--- config.mk ---
export PLATFORM = sky130hd
export DESIGN_NAME = audio_rate_converter_top
export DESIGN_NICKNAME = d
export VERILOG_FILES = /design/src/rtl/core/arc_pkg.sv /design/src/rtl/core/arc_front.sv /design/src/rtl/core/arc_div.sv /design/src/rtl/core/arc_engine.sv /design/src/rtl/core/audio_rate_converter_top.sv
export SDC_FILE = /design/constraint.sdc
export NUM_CORES = 2
export LEC_CHECK = 0
export BUFFER_PORTS_ARGS = -buffer_cell sky130_fd_sc_hd__buf_4
export CAP_MARGIN = 20
export CORE_MARGIN = 2
export CORE_UTILIZATION = 52
export CTS_BUF_LIST = sky130_fd_sc_hd__clkbuf_4 sky130_fd_sc_hd__clkbuf_8
export DETAILED_ROUTE_END_ITERATION = 8
export PLACE_DENSITY_LB_ADDON = 0.08
export RECOVER_POWER = 25
export SYNTH_ARGS = -nofsm -noshare
export SYNTH_HDL_FRONTEND = slang
export SYNTH_SLANG_ARGS = --single-unit
--- constraint.sdc ---
create_clock -name clock -period 12.7 [get_ports clock]
set_input_delay 0 -clock clock [delete_from_list [all_inputs] [get_ports clock]]
set_output_delay 0 -clock clock [all_outputs]
set_load 0.02 [all_outputs]
--- src/rtl/core/arc_pkg.sv ---
// arc_pkg: shared types and constants of the audio rate converter
// no dependencies; imported by every module of the block

package arc_pkg;

   // history store
   localparam int HIST_DEPTH   = 128;
   localparam int HIST_AW      = $clog2(HIST_DEPTH);
   localparam int AVAIL_W      = HIST_AW + 1;

   // step format
   localparam int PHASE_BITS   = 22;
   localparam int STEP_W       = 29;
   localparam int MAX_RATIO    = 64;
   localparam int RESULT_LIMIT = 64;
   localparam int CNT_W        = $clog2(RESULT_LIMIT + 1);
   localparam int WEIGHT_BITS  = 12;
   localparam int BOX_BITS     = 8;
   localparam int SMALL_W      = STEP_W - (PHASE_BITS - BOX_BITS);

   localparam logic [STEP_W-1:0] STEP_ONE =
      STEP_W'(64'd1 << PHASE_BITS);
   localparam logic [STEP_W-1:0] STEP_LO  =
      STEP_W'(((64'd1 << PHASE_BITS) + MAX_RATIO - 1) / MAX_RATIO);
   localparam logic [STEP_W-1:0] STEP_HI  =
      STEP_W'((64'd1 << PHASE_BITS) * MAX_RATIO);

   // datapath widths
   localparam int SAMPLE_W = 16;
   localparam int TAPW_W   = WEIGHT_BITS + 2;
   localparam int PROD_W   = SAMPLE_W + TAPW_W;
   localparam int ACC_W    = 32;
   localparam int SRES_W   = 18;
   localparam int GAIN_W   = 24;
   localparam int GPROD_W  = SRES_W + GAIN_W;
   localparam int OUT_W    = 32;

   // configuration register indexes
   localparam logic [1:0] CSR_RATE_STEP   = 2'd0;
   localparam logic [1:0] CSR_INPUT_GAIN  = 2'd1;
   localparam logic [1:0] CSR_OUTPUT_GAIN = 2'd2;

   // conversion mode of one result
   typedef enum logic [1:0] {
      MODE_COPY   = 2'd0,
      MODE_INTERP = 2'd1,
      MODE_DECIM  = 2'd2
   } mode_type;

   typedef struct packed {
      logic [STEP_W-1:0]          rate_step;
      logic signed [SAMPLE_W-1:0] input_gain;
      logic signed [SAMPLE_W-1:0] output_gain;
   } cfg_type;

   typedef struct packed {
      logic                    start;
      logic signed [ACC_W-1:0] dividend;
      logic [SMALL_W-1:0]      divisor;
   } div_req_type;

   typedef struct packed {
      logic                    done;
      logic signed [ACC_W-1:0] quotient;
   } div_rsp_type;

endpackage

--- src/rtl/core/arc_front.sv ---
// arc_front: request side of the converter, a two-entry sample queue
// depends on arc_pkg

module arc_front
   import arc_pkg::*;
(
   input  logic                clock,
   input  logic                reset,
   input  logic                req_tvalid,
   output logic                req_tready,
   input  logic [SAMPLE_W-1:0] req_tdata,
   output logic                q_valid,
   output logic [SAMPLE_W-1:0] q_sample,
   input  logic                q_pop
);

   logic [SAMPLE_W-1:0] slot_ff [2];
   logic       wr_ptr_ff, wr_ptr_in;
   logic       rd_ptr_ff, rd_ptr_in;
   logic [1:0] count_ff, count_in;
   logic       push, pop;

   // handshake
   assign req_tready = (count_ff != 2'd2);
   assign push       = req_tvalid && req_tready;
   assign q_valid    = (count_ff != 2'd0);
   assign pop        = q_pop && q_valid;
   assign q_sample   = slot_ff[rd_ptr_ff];

   // pointer and fill update
   always_comb begin
      wr_ptr_in = wr_ptr_ff ^ push;
      rd_ptr_in = rd_ptr_ff ^ pop;
      count_in  = count_ff + {1'b0, push} - {1'b0, pop};
   end

   always_ff @(posedge clock) begin
      if (reset) begin
         wr_ptr_ff <= 1'b0;
         rd_ptr_ff <= 1'b0;
         count_ff  <= 2'd0;
      end else begin
         wr_ptr_ff <= wr_ptr_in;
         rd_ptr_ff <= rd_ptr_in;
         count_ff  <= count_in;
      end
   end

   // queue storage
   always_ff @(posedge clock) begin
      if (push) begin
         slot_ff[wr_ptr_ff] <= req_tdata;
      end
   end

endmodule

--- src/rtl/core/arc_div.sv ---
// arc_div: signed-by-unsigned divider, one quotient bit per cycle, truncates toward zero
// depends on arc_pkg

module arc_div
   import arc_pkg::*;
(
   input  logic        clock,
   input  logic        reset,
   input  div_req_type req,
   output div_rsp_type rsp
);

   localparam int CW = $clog2(ACC_W);

   logic                busy_ff, busy_in;
   logic                done_ff, done_in;
   logic [CW-1:0]       cnt_ff, cnt_in;
   logic                neg_ff, neg_in;
   logic [ACC_W-1:0]    mag_ff, mag_in;
   logic [SMALL_W-1:0]  rem_ff, rem_in;
   logic [SMALL_W-1:0]  dsr_ff, dsr_in;
   logic [ACC_W-1:0]    quo_ff, quo_in;
   logic [SMALL_W:0]    trial;
   logic                fits;

   // one restoring step
   always_comb begin
      trial = {rem_ff, mag_ff[ACC_W-1]};
      fits  = (trial >= {1'b0, dsr_ff});
   end

   always_comb begin
      busy_in = busy_ff;
      done_in = 1'b0;
      cnt_in  = cnt_ff;
      neg_in  = neg_ff;
      mag_in  = mag_ff;
      rem_in  = rem_ff;
      dsr_in  = dsr_ff;
      quo_in  = quo_ff;
      if (req.start) begin
         busy_in = 1'b1;
         cnt_in  = '0;
         neg_in  = req.dividend[ACC_W-1];
         mag_in  = req.dividend[ACC_W-1] ? ACC_W'(-req.dividend) : req.dividend;
         rem_in  = '0;
         dsr_in  = req.divisor;
      end else if (busy_ff) begin
         rem_in = fits ? SMALL_W'(trial - {1'b0, dsr_ff}) : trial[SMALL_W-1:0];
         mag_in = {mag_ff[ACC_W-2:0], fits};
         cnt_in = cnt_ff + 1'b1;
         if (cnt_ff == CW'(ACC_W - 1)) begin
            busy_in = 1'b0;
            done_in = 1'b1;
            quo_in  = neg_ff ? ACC_W'(-{mag_ff[ACC_W-2:0], fits})
                             : {mag_ff[ACC_W-2:0], fits};
         end
      end
   end

   always_ff @(posedge clock) begin
      if (reset) begin
         busy_ff <= 1'b0;
         done_ff <= 1'b0;
      end else begin
         busy_ff <= busy_in;
         done_ff <= done_in;
      end
   end

   always_ff @(posedge clock) begin
      cnt_ff <= cnt_in;
      neg_ff <= neg_in;
      mag_ff <= mag_in;
      rem_ff <= rem_in;
      dsr_ff <= dsr_in;
      quo_ff <= quo_in;
   end

   assign rsp.done     = done_ff;
   assign rsp.quotient = quo_ff;

endmodule

--- src/rtl/core/arc_engine.sv ---
// arc_engine: back end of the converter; history store, tap sequencer,
// gain stage and response register. depends on arc_pkg, uses arc_div

module arc_engine
   import arc_pkg::*;
(
   input  logic                clock,
   input  logic                reset,
   input  cfg_type             cfg,
   input  logic                q_valid,
   input  logic [SAMPLE_W-1:0] q_sample,
   output logic                q_pop,
   output div_req_type         div_req,
   input  div_rsp_type         div_rsp,
   output logic                rsp_tvalid,
   input  logic                rsp_tready,
   output logic [OUT_W-1:0]    rsp_tdata,
   output logic                rsp_tlast
);

   typedef enum logic [6:0] {
      ST_IDLE = 7'b0000001,
      ST_PLAN = 7'b0000010,
      ST_TAPS = 7'b0000100,
      ST_DIV  = 7'b0001000,
      ST_GAIN = 7'b0010000,
      ST_ADV  = 7'b0100000,
      ST_EMIT = 7'b1000000
   } state_type;

   localparam int SPAN_W = PHASE_BITS + 1;
   localparam int ADV_W  = STEP_W + 1 - PHASE_BITS;

   // history store; every tap read lies inside the held window, so the
   // entries need no clearing after reset
   logic [SAMPLE_W-1:0] hist_mem [HIST_DEPTH];

   state_type            state_ff;
   logic [HIST_AW-1:0]   wr_ptr_ff;
   logic [HIST_AW-1:0]   win_ptr_ff;
   logic [AVAIL_W-1:0]   avail_ff;
   logic [PHASE_BITS-1:0] phase_ff;
   logic [CNT_W-1:0]     cnt_ff;
   logic signed [GAIN_W-1:0] gain_ff;
   mode_type             mode_ff;
   logic [HIST_AW-1:0]   last_ff;
   logic [TAPW_W-1:0]    w0_ff, wl_ff;
   logic [SMALL_W-1:0]   small_ff;
   logic [HIST_AW:0]     tap_idx_ff;
   logic                 v1_ff, v2_ff;
   logic [SAMPLE_W-1:0]  rd_ff;
   logic [TAPW_W-1:0]    w1_ff;
   logic signed [PROD_W-1:0]  prod_ff;
   logic signed [ACC_W-1:0]   acc_ff;
   logic signed [GPROD_W-1:0] gprod_ff;
   logic [OUT_W-1:0]     result_ff;
   logic                 rsp_valid_ff;
   logic [OUT_W-1:0]     rsp_data_ff;
   logic                 rsp_last_ff;

   logic [STEP_W-1:0]    step;
   mode_type             plan_mode;
   logic [WEIGHT_BITS-1:0] frac_w;
   logic [SPAN_W-1:0]    span;
   logic [BOX_BITS:0]    scale;
   logic [SMALL_W-1:0]   small_v;
   logic [SMALL_W-1:0]   rem_v;
   logic [SMALL_W-1:0]   rem_up;
   logic [HIST_AW-1:0]   box_last;
   logic [SMALL_W-1:0]   box_base;
   logic [HIST_AW-1:0]   plan_last;
   logic [TAPW_W-1:0]    plan_w0, plan_wl;
   logic [AVAIL_W-1:0]   need;
   logic                 can_go;
   logic                 more;
   logic                 issuing;
   logic                 taps_done;
   logic [TAPW_W-1:0]    tap_w;
   logic signed [SRES_W-1:0] s_val;
   logic signed [OUT_W-1:0]  gain_full;
   logic                 load;
   logic                 out_free;
   logic [STEP_W:0]      phase_sum;
   logic [ADV_W-1:0]     adv;
   logic [AVAIL_W-1:0]   take;

   // clamp the step to the supported ratio range
   always_comb begin
      priority if (cfg.rate_step < STEP_LO) begin
         step = STEP_LO;
      end else if (cfg.rate_step > STEP_HI) begin
         step = STEP_HI;
      end else begin
         step = cfg.rate_step;
      end
   end

   // plan of the next result from the current phase
   always_comb begin
      frac_w   = phase_ff[PHASE_BITS-1 -: WEIGHT_BITS];
      span     = SPAN_W'(64'd1 << PHASE_BITS) - {1'b0, phase_ff};
      scale    = span[SPAN_W-1 -: BOX_BITS+1];
      small_v  = step[STEP_W-1 -: SMALL_W];
      rem_v    = small_v - SMALL_W'(scale);
      rem_up   = rem_v + SMALL_W'((1 << BOX_BITS) - 1);
      box_last = (rem_v == '0) ? HIST_AW'(1) : HIST_AW'(rem_up >> BOX_BITS);
      box_base = SMALL_W'(box_last - 1'b1) << BOX_BITS;
      priority if (step == STEP_ONE) begin
         plan_mode = MODE_COPY;
         plan_last = '0;
         plan_w0   = TAPW_W'(1);
         plan_wl   = TAPW_W'(1);
      end else if (step < STEP_ONE) begin
         plan_mode = MODE_INTERP;
         plan_last = HIST_AW'(1);
         plan_w0   = TAPW_W'(1 << WEIGHT_BITS) - TAPW_W'(frac_w);
         plan_wl   = TAPW_W'(frac_w);
      end else begin
         plan_mode = MODE_DECIM;
         plan_last = box_last;
         plan_w0   = TAPW_W'(scale);
         plan_wl   = TAPW_W'(rem_v - box_base);
      end
      need   = AVAIL_W'(plan_last) + 1'b1;
      can_go = (avail_ff >= need);
      more   = (cnt_ff < CNT_W'(RESULT_LIMIT)) && can_go;
   end

   // tap sequencing and weight selection
   always_comb begin
      issuing   = (tap_idx_ff <= {1'b0, last_ff});
      taps_done = !issuing && !v1_ff && !v2_ff;
      priority if (tap_idx_ff == '0) begin
         tap_w = w0_ff;
      end else if (tap_idx_ff == {1'b0, last_ff}) begin
         tap_w = wl_ff;
      end else begin
         tap_w = TAPW_W'(1 << BOX_BITS);
      end
   end

   // result before gain
   always_comb begin
      unique case (mode_ff)
         MODE_COPY:   s_val = acc_ff[SRES_W-1:0];
         MODE_INTERP: s_val = acc_ff[SRES_W+WEIGHT_BITS-1:WEIGHT_BITS];
         MODE_DECIM:  s_val = div_rsp.quotient[SRES_W-1:0];
         default:     s_val = acc_ff[SRES_W-1:0];
      endcase
   end

   // phase advance and window consumption
   always_comb begin
      phase_sum = {{(STEP_W+1-PHASE_BITS){1'b0}}, phase_ff} + {1'b0, step};
      if (mode_ff == MODE_COPY) begin
         adv = ADV_W'(1);
      end else begin
         adv = phase_sum[STEP_W:PHASE_BITS];
      end
      take = (ADV_W'(avail_ff) <= adv) ? avail_ff : AVAIL_W'(adv);
   end

   assign gain_full = cfg.input_gain * cfg.output_gain;
   assign out_free  = !rsp_valid_ff || rsp_tready;
   assign load      = (state_ff == ST_EMIT) && out_free;
   assign q_pop     = (state_ff == ST_IDLE) && q_valid;

   assign div_req.start    = (state_ff == ST_TAPS) && taps_done && (mode_ff == MODE_DECIM);
   assign div_req.dividend = acc_ff;
   assign div_req.divisor  = small_ff;

   // control sequencer
   always_ff @(posedge clock) begin
      if (reset) begin
         state_ff   <= ST_IDLE;
         wr_ptr_ff  <= '0;
         win_ptr_ff <= '0;
         avail_ff   <= '0;
         phase_ff   <= '0;
         cnt_ff     <= '0;
         tap_idx_ff <= '0;
         last_ff    <= '0;
      end else begin
         unique case (state_ff)
            ST_IDLE: begin
               if (q_valid) begin
                  if (avail_ff >= AVAIL_W'(HIST_DEPTH)) begin
                     win_ptr_ff <= win_ptr_ff + 1'b1;
                     avail_ff   <= avail_ff;
                  end else begin
                     avail_ff <= avail_ff + 1'b1;
                  end
                  wr_ptr_ff <= wr_ptr_ff + 1'b1;
                  cnt_ff    <= '0;
                  state_ff  <= ST_PLAN;
               end
            end
            ST_PLAN: begin
               if (can_go) begin
                  tap_idx_ff <= '0;
                  last_ff    <= plan_last;
                  state_ff   <= ST_TAPS;
               end else begin
                  state_ff <= ST_IDLE;
               end
            end
            ST_TAPS: begin
               if (issuing) begin
                  tap_idx_ff <= tap_idx_ff + 1'b1;
               end
               if (taps_done) begin
                  state_ff <= (mode_ff == MODE_DECIM) ? ST_DIV : ST_GAIN;
               end
            end
            ST_DIV: begin
               if (div_rsp.done) begin
                  state_ff <= ST_GAIN;
               end
            end
            ST_GAIN: begin
               state_ff <= ST_ADV;
            end
            ST_ADV: begin
               if (mode_ff != MODE_COPY) begin
                  phase_ff <= phase_sum[PHASE_BITS-1:0];
               end
               win_ptr_ff <= win_ptr_ff + take[HIST_AW-1:0];
               avail_ff   <= avail_ff - take;
               cnt_ff     <= cnt_ff + 1'b1;
               state_ff   <= ST_EMIT;
            end
            ST_EMIT: begin
               if (out_free) begin
                  if (more) begin
                     tap_idx_ff <= '0;
                     last_ff    <= plan_last;
                     state_ff   <= ST_TAPS;
                  end else begin
                     state_ff <= ST_IDLE;
                  end
               end
            end
            default: state_ff <= ST_IDLE;
         endcase
      end
   end

   // plan latch and gain product, payload only
   always_ff @(posedge clock) begin
      if ((state_ff == ST_PLAN) || load) begin
         mode_ff  <= plan_mode;
         w0_ff    <= plan_w0;
         wl_ff    <= plan_wl;
         small_ff <= small_v;
      end
      if (q_pop) begin
         gain_ff <= gain_full[OUT_W-1:OUT_W-GAIN_W];
      end
      if (state_ff == ST_GAIN) begin
         gprod_ff <= s_val * gain_ff;
      end
      if (state_ff == ST_ADV) begin
         result_ff <= {{8{gprod_ff[OUT_W-1]}}, gprod_ff[OUT_W-1:8]};
      end
   end

   // history write and registered tap read
   always_ff @(posedge clock) begin
      if (q_pop) begin
         hist_mem[wr_ptr_ff] <= q_sample;
      end
      rd_ff <= hist_mem[win_ptr_ff + tap_idx_ff[HIST_AW-1:0]];
   end

   // multiply-accumulate pipeline
   always_ff @(posedge clock) begin
      if (reset) begin
         v1_ff <= 1'b0;
         v2_ff <= 1'b0;
      end else begin
         v1_ff <= (state_ff == ST_TAPS) && issuing;
         v2_ff <= v1_ff;
      end
   end

   always_ff @(posedge clock) begin
      w1_ff   <= tap_w;
      prod_ff <= $signed(rd_ff) * $signed(w1_ff);
      if ((state_ff == ST_PLAN) || load) begin
         acc_ff <= '0;
      end else if (v2_ff) begin
         acc_ff <= acc_ff + ACC_W'(prod_ff);
      end
   end

   // response register
   always_ff @(posedge clock) begin
      if (reset) begin
         rsp_valid_ff <= 1'b0;
      end else if (load) begin
         rsp_valid_ff <= 1'b1;
      end else if (rsp_tready) begin
         rsp_valid_ff <= 1'b0;
      end
   end

   always_ff @(posedge clock) begin
      if (load) begin
         rsp_data_ff <= result_ff;
         rsp_last_ff <= !more;
      end
   end

   assign rsp_tvalid = rsp_valid_ff;
   assign rsp_tdata  = rsp_data_ff;
   assign rsp_tlast  = rsp_last_ff;

endmodule

--- src/rtl/core/audio_rate_converter_top.sv ---
// audio_rate_converter_top: top level of the audio sample-rate converter
// depends on arc_pkg, arc_front, arc_div, arc_engine
//
// usage:
//   req_* carries one 16-bit source sample per request. rsp_* carries the
//   destination-rate samples that the request releases, zero to 64 of them;
//   rsp_tlast marks the last one of a request. a request that releases
//   nothing yields no response.
//   csr_* writes rate_step (index 0), input_gain (1) and output_gain (2);
//   write only while the block is idle.
// datapath:
//   a result is formed by the single multiply-accumulate pipe, which reads
//   one history tap per cycle, and in decimation mode also by the one-bit-
//   per-cycle divider; taps is 1, 2 or up to 65 in decimation. each request
//   also passes the history write and planning states.
// reset: history pointers, phase and config return to their reset values
//   at once; no clearing pass. a two-entry queue takes requests while the
//   back end works. a stalled receiver holds the response register, and
//   the back end waits on it once the next result is ready.

module audio_rate_converter_top
   import arc_pkg::*;
(
   input  logic                clock,
   input  logic                reset,
   // fields: in_sample[15:0]
   input  logic                req_tvalid,
   output logic                req_tready,
   input  logic [SAMPLE_W-1:0] req_tdata,
   // fields: out_sample[31:0]
   output logic                rsp_tvalid,
   input  logic                rsp_tready,
   output logic [OUT_W-1:0]    rsp_tdata,
   output logic                rsp_tlast,
   input  logic                csr_we,
   input  logic [1:0]          csr_index,
   input  logic [STEP_W-1:0]   csr_wdata
);

   cfg_type             cfg_ff;
   logic                q_valid;
   logic [SAMPLE_W-1:0] q_sample;
   logic                q_pop;
   div_req_type         div_req;
   div_rsp_type         div_rsp;

   // configuration registers
   always_ff @(posedge clock) begin
      if (reset) begin
         cfg_ff.rate_step   <= STEP_ONE;
         cfg_ff.input_gain  <= 16'sd256;
         cfg_ff.output_gain <= 16'sd256;
      end else if (csr_we) begin
         unique case (csr_index)
            CSR_RATE_STEP:   cfg_ff.rate_step   <= csr_wdata;
            CSR_INPUT_GAIN:  cfg_ff.input_gain  <= csr_wdata[SAMPLE_W-1:0];
            CSR_OUTPUT_GAIN: cfg_ff.output_gain <= csr_wdata[SAMPLE_W-1:0];
            default: ;
         endcase
      end
   end

   arc_front u_front (
      .clock      (clock),
      .reset      (reset),
      .req_tvalid (req_tvalid),
      .req_tready (req_tready),
      .req_tdata  (req_tdata),
      .q_valid    (q_valid),
      .q_sample   (q_sample),
      .q_pop      (q_pop)
   );

   arc_div u_div (
      .clock (clock),
      .reset (reset),
      .req   (div_req),
      .rsp   (div_rsp)
   );

   arc_engine u_engine (
      .clock      (clock),
      .reset      (reset),
      .cfg        (cfg_ff),
      .q_valid    (q_valid),
      .q_sample   (q_sample),
      .q_pop      (q_pop),
      .div_req    (div_req),
      .div_rsp    (div_rsp),
      .rsp_tvalid (rsp_tvalid),
      .rsp_tready (rsp_tready),
      .rsp_tdata  (rsp_tdata),
      .rsp_tlast  (rsp_tlast)
   );

endmodule

==> reports/metrics.cfg <==
[route]
avgViaCountPerCell=5.75
vias=74844
wirelength_um=331000
firstDrtPassIters=6
drc=0
drtIter0Drc=6355
ant_nets=0
detail_route.wl_per_cell_um=25.4

[clock_network]
cts_tree=built
cts_max_level=5
insertion_delay_ns=1.04
numCtsBuffers=417
cts_root_buffer=clkbuf_8
clk_pin_slew_worst_paths_ns=0.06
clk_path_buf_depth=4
cts_resized=0
clock-sinks=2542

[timing]
fin_crit_sh=0.821
hold_viol=0
fin_worst_skew_ns=0.121
setup_viol=0
finalCriticalPeriod_ns=10.43
relSlewSlack=-1.49
finalSetupTns_ns=0
rsz0062_at_grt=no
maxSlewViolCount=1299
fmax_ghz=0.0959
worstMarginPinSlew_ns=3.74

[logic_synthesis]
synth-edff-count=2287
synth_top_area_frac=0.519
syn_avg_cell_area_um2=14.9
ys_seq_area_frac=0.558
async_flop_share=0
yosysTopAreaCell=edfxtp_1
synth_area_leaders=edfxtp_1 52%, fa_1 12%, mux4_2 11%
syn_inst=8902
yosys_warnings=0
synth-seq-cells=2542
syn_area_um2=132000
ys_types=91
synth_fp_nets=10146
synth_flop_cell=edfxtp_1

[setup_path]
critPathLaunchType=flop
crit_arrival_ns=11.20
cp_slowest_stage_delay_ns=0.90
path_class=flop to flop
path_max_fanout=16
cpMaxStageDelayCell=o41ai_1
crit_path_frequent_cell=o21ai_0
required_ns=13.47
cp-end-kind=flop

[global_routing]
globalRouteTotalUtil=0.259
first_global_vias=78724
grt_max_degree=122
grt_overflow=0
antenna_found_initial=13
grt_pass1_wl_um=499000

[placement]
post-dp-hpwl_um=213000
numPortBuffers=86
gp_congestion=0.852

[job]
maxCapViolations=23

[worst_hold_path]
min_path_type=input pin to flop

[die]
io_pins=87
num_rows=185
start_util=0.522
die_w_um=508
dieHeight_um=508
dieArea_um2=258000
core_um2=253000

[cells_and_area]
drive_above_1_share=0.175
fin_nets=10567
area_growth_pct=10.8

[outcome]
violations=capacitance limit, slew limit
status=finished, violations left

==> layout by cell type, fill, tap and decap left out, drive strengths merged, types with 61 or more instances in the layout <==
master          n
edfxtp       2287
inv           930
nand2         887
fa            812
mux4          640
clkbuf        637
ha            380
nor2          373
and2          294
buf           256
a21oi         256
dfxtp         255
o21ai         192
xnor2         161
clkinv        139
xor2          106
dlygate4sd3   103
nor2b          87
nand2b         76
mux2i          71
a21o           66
nand3          61
==> area by class of cell <==
class,count,area (um2)
tap,3366,4210
timing repair buffer,422,3360
clock buffer,574,7010
sequential,2542,73800
clock inverter,167,1150
inverter,921,3460
fill,20055,107000
antenna,7,17.5
multi-input combinational,5019,53600
==> sequential cells by signal, indices dropped and copies added, names as in the netlist, 8 cells and up <==
| register | count |
|---|---|
| cfg_ff | 61 |
| u_div.dsr_ff | 15 |
| u_div.mag_ff | 32 |
| u_div.quo_ff | 18 |
| u_div.rem_ff | 15 |
| u_engine.acc_ff | 32 |
| u_engine.avail_ff | 8 |
| u_engine.gain_ff | 24 |
| u_engine.gprod_ff | 24 |
| u_engine.hist_mem | 2048 |
| u_engine.phase_ff | 22 |
| u_engine.prod_ff | 30 |
| u_engine.rd_ff | 16 |
| u_engine.result_ff | 24 |
| u_engine.rsp_tdata | 24 |
| u_engine.small_ff | 15 |
| u_engine.tap_idx_ff | 8 |
| u_engine.w0_ff | 13 |
| u_engine.w1_ff | 14 |
| u_engine.wl_ff | 14 |
| u_front.slot_ff | 32 |
==> synth_stat cells (all sizes together) (5+ instances only) <==
| master | number |
|---|---|
| edfxtp | 2287 |
| inv | 921 |
| nand2 | 887 |
| fa | 812 |
| mux4 | 640 |
| ha | 380 |
| nor2 | 373 |
| clkbuf | 347 |
| and2 | 294 |
| a21oi | 256 |
| dfxtp | 255 |
| o21ai | 192 |
| xnor2 | 161 |
| xor2 | 106 |
| nor2b | 87 |
| nand2b | 76 |
| buf | 73 |
| mux2i | 71 |
| a21o | 66 |
| nand3 | 61 |
| nor3 | 56 |
| mux2 | 50 |
| o21a | 40 |
| o31ai | 38 |
| or3 | 31 |
| or2 | 28 |
| a211oi | 25 |
| o211ai | 25 |
| nor4 | 24 |
| a31oi | 22 |
| and3 | 22 |
| nand4 | 22 |
| a22oi | 21 |
| o21bai | 17 |
| a22o | 14 |
| nand3b | 12 |
| or4 | 12 |
| nor3b | 8 |
| a21boi | 7 |
| a211o | 5 |
| nand4b | 5 |
| o31a | 5 |
| o41ai | 5 |
| or4b | 5 |
==> final timing paths <==
| kind | end | startpoint | cells past startpoint | slack [ns] |
|---|---|---|---|---|
| max | u_engine.avail_ff[7]$_SDFFE_PP0P_ | cfg_ff[55]$_SDFFE_PP0P_ | 38 | 2.27 |
| min | cfg_ff[49]$_SDFFE_PP0P_ | csr_wdata[17] | 4 | 0.07 |
| max reg2reg | u_engine.avail_ff[7]$_SDFFE_PP0P_ | cfg_ff[55]$_SDFFE_PP0P_ | 38 | 2.27 |
| min reg2reg | u_engine.result_ff[8]$_DFFE_PP_ | u_engine.gprod_ff[16]$_DFFE_PP_ | 0 | 0.40 |
==> metal layers <==
layer,share of wire,vias up,global-route usage
met4,0.032,4,0.0807
met3,0.054,521,0.0321
li1,-,32780,-
met5,0.000082,-,0
met2,0.50,2290,0.438
met1,0.41,39249,0.353
==> cell families (layout without fill, tap and decap cells) <==
logic type	Yosys count	count (layout)	synth area share
multiplexers	761	761	0.119
adder cells (fa/ha/maj)	1192	1192	0.159
buffers and inverters	1341	2084	0.0383
flip-flops	2542	2542	0.558
XOR/XNOR	267	267	0.0178
AND/OR/NAND/NOR	2018	2018	0.0716
other	1	8	0.0000284
AO/OA/AOI/OAI	780	780	0.0367
==> worst max-delay path, delay by kind of cell, from the launching register on <==
family	cells	cell delay, ns
AO/OA/AOI/OAI	17	4.39
XOR/XNOR	1	0.27
adder cells (fa/ha/maj)	4	1.10
buffers and inverters	2	0.23
flip-flops	1	0.36
multiplexers	1	0.37
AND/OR/NAND/NOR	13	3.54
==> through the flow <==
stage | worst slack [ns] | hold WS, ns | std cells | util | cell area, um2
after floorplan | 5.31 | 0.0989 | 8902 | - | 132000
after global placement | 2.77 | 0.186 | 12162 | 0.543 | 138000
after detailed placement | 2.76 | 0.188 | 12164 | 0.543 | 138000
after CTS | 2.73 | 0.00794 | 13009 | 0.579 | 147000
after global routing | 1.26 | 0.0199 | 13015 | 0.578 | 147000
final | 2.27 | 0.0693 | 13018 | 0.578 | 147000
==> what timing repair did <==
action / CTS / global route
hold buffers: 104 / 0
endpoints found under the setup margin: 0 / 0
endpoints found under the hold margin: 209 / 0
setup buffers: 0 / 0
Power is not shown: default switching activity piles up to over one toggle a cycle in this logic, so the estimate is an artifact.
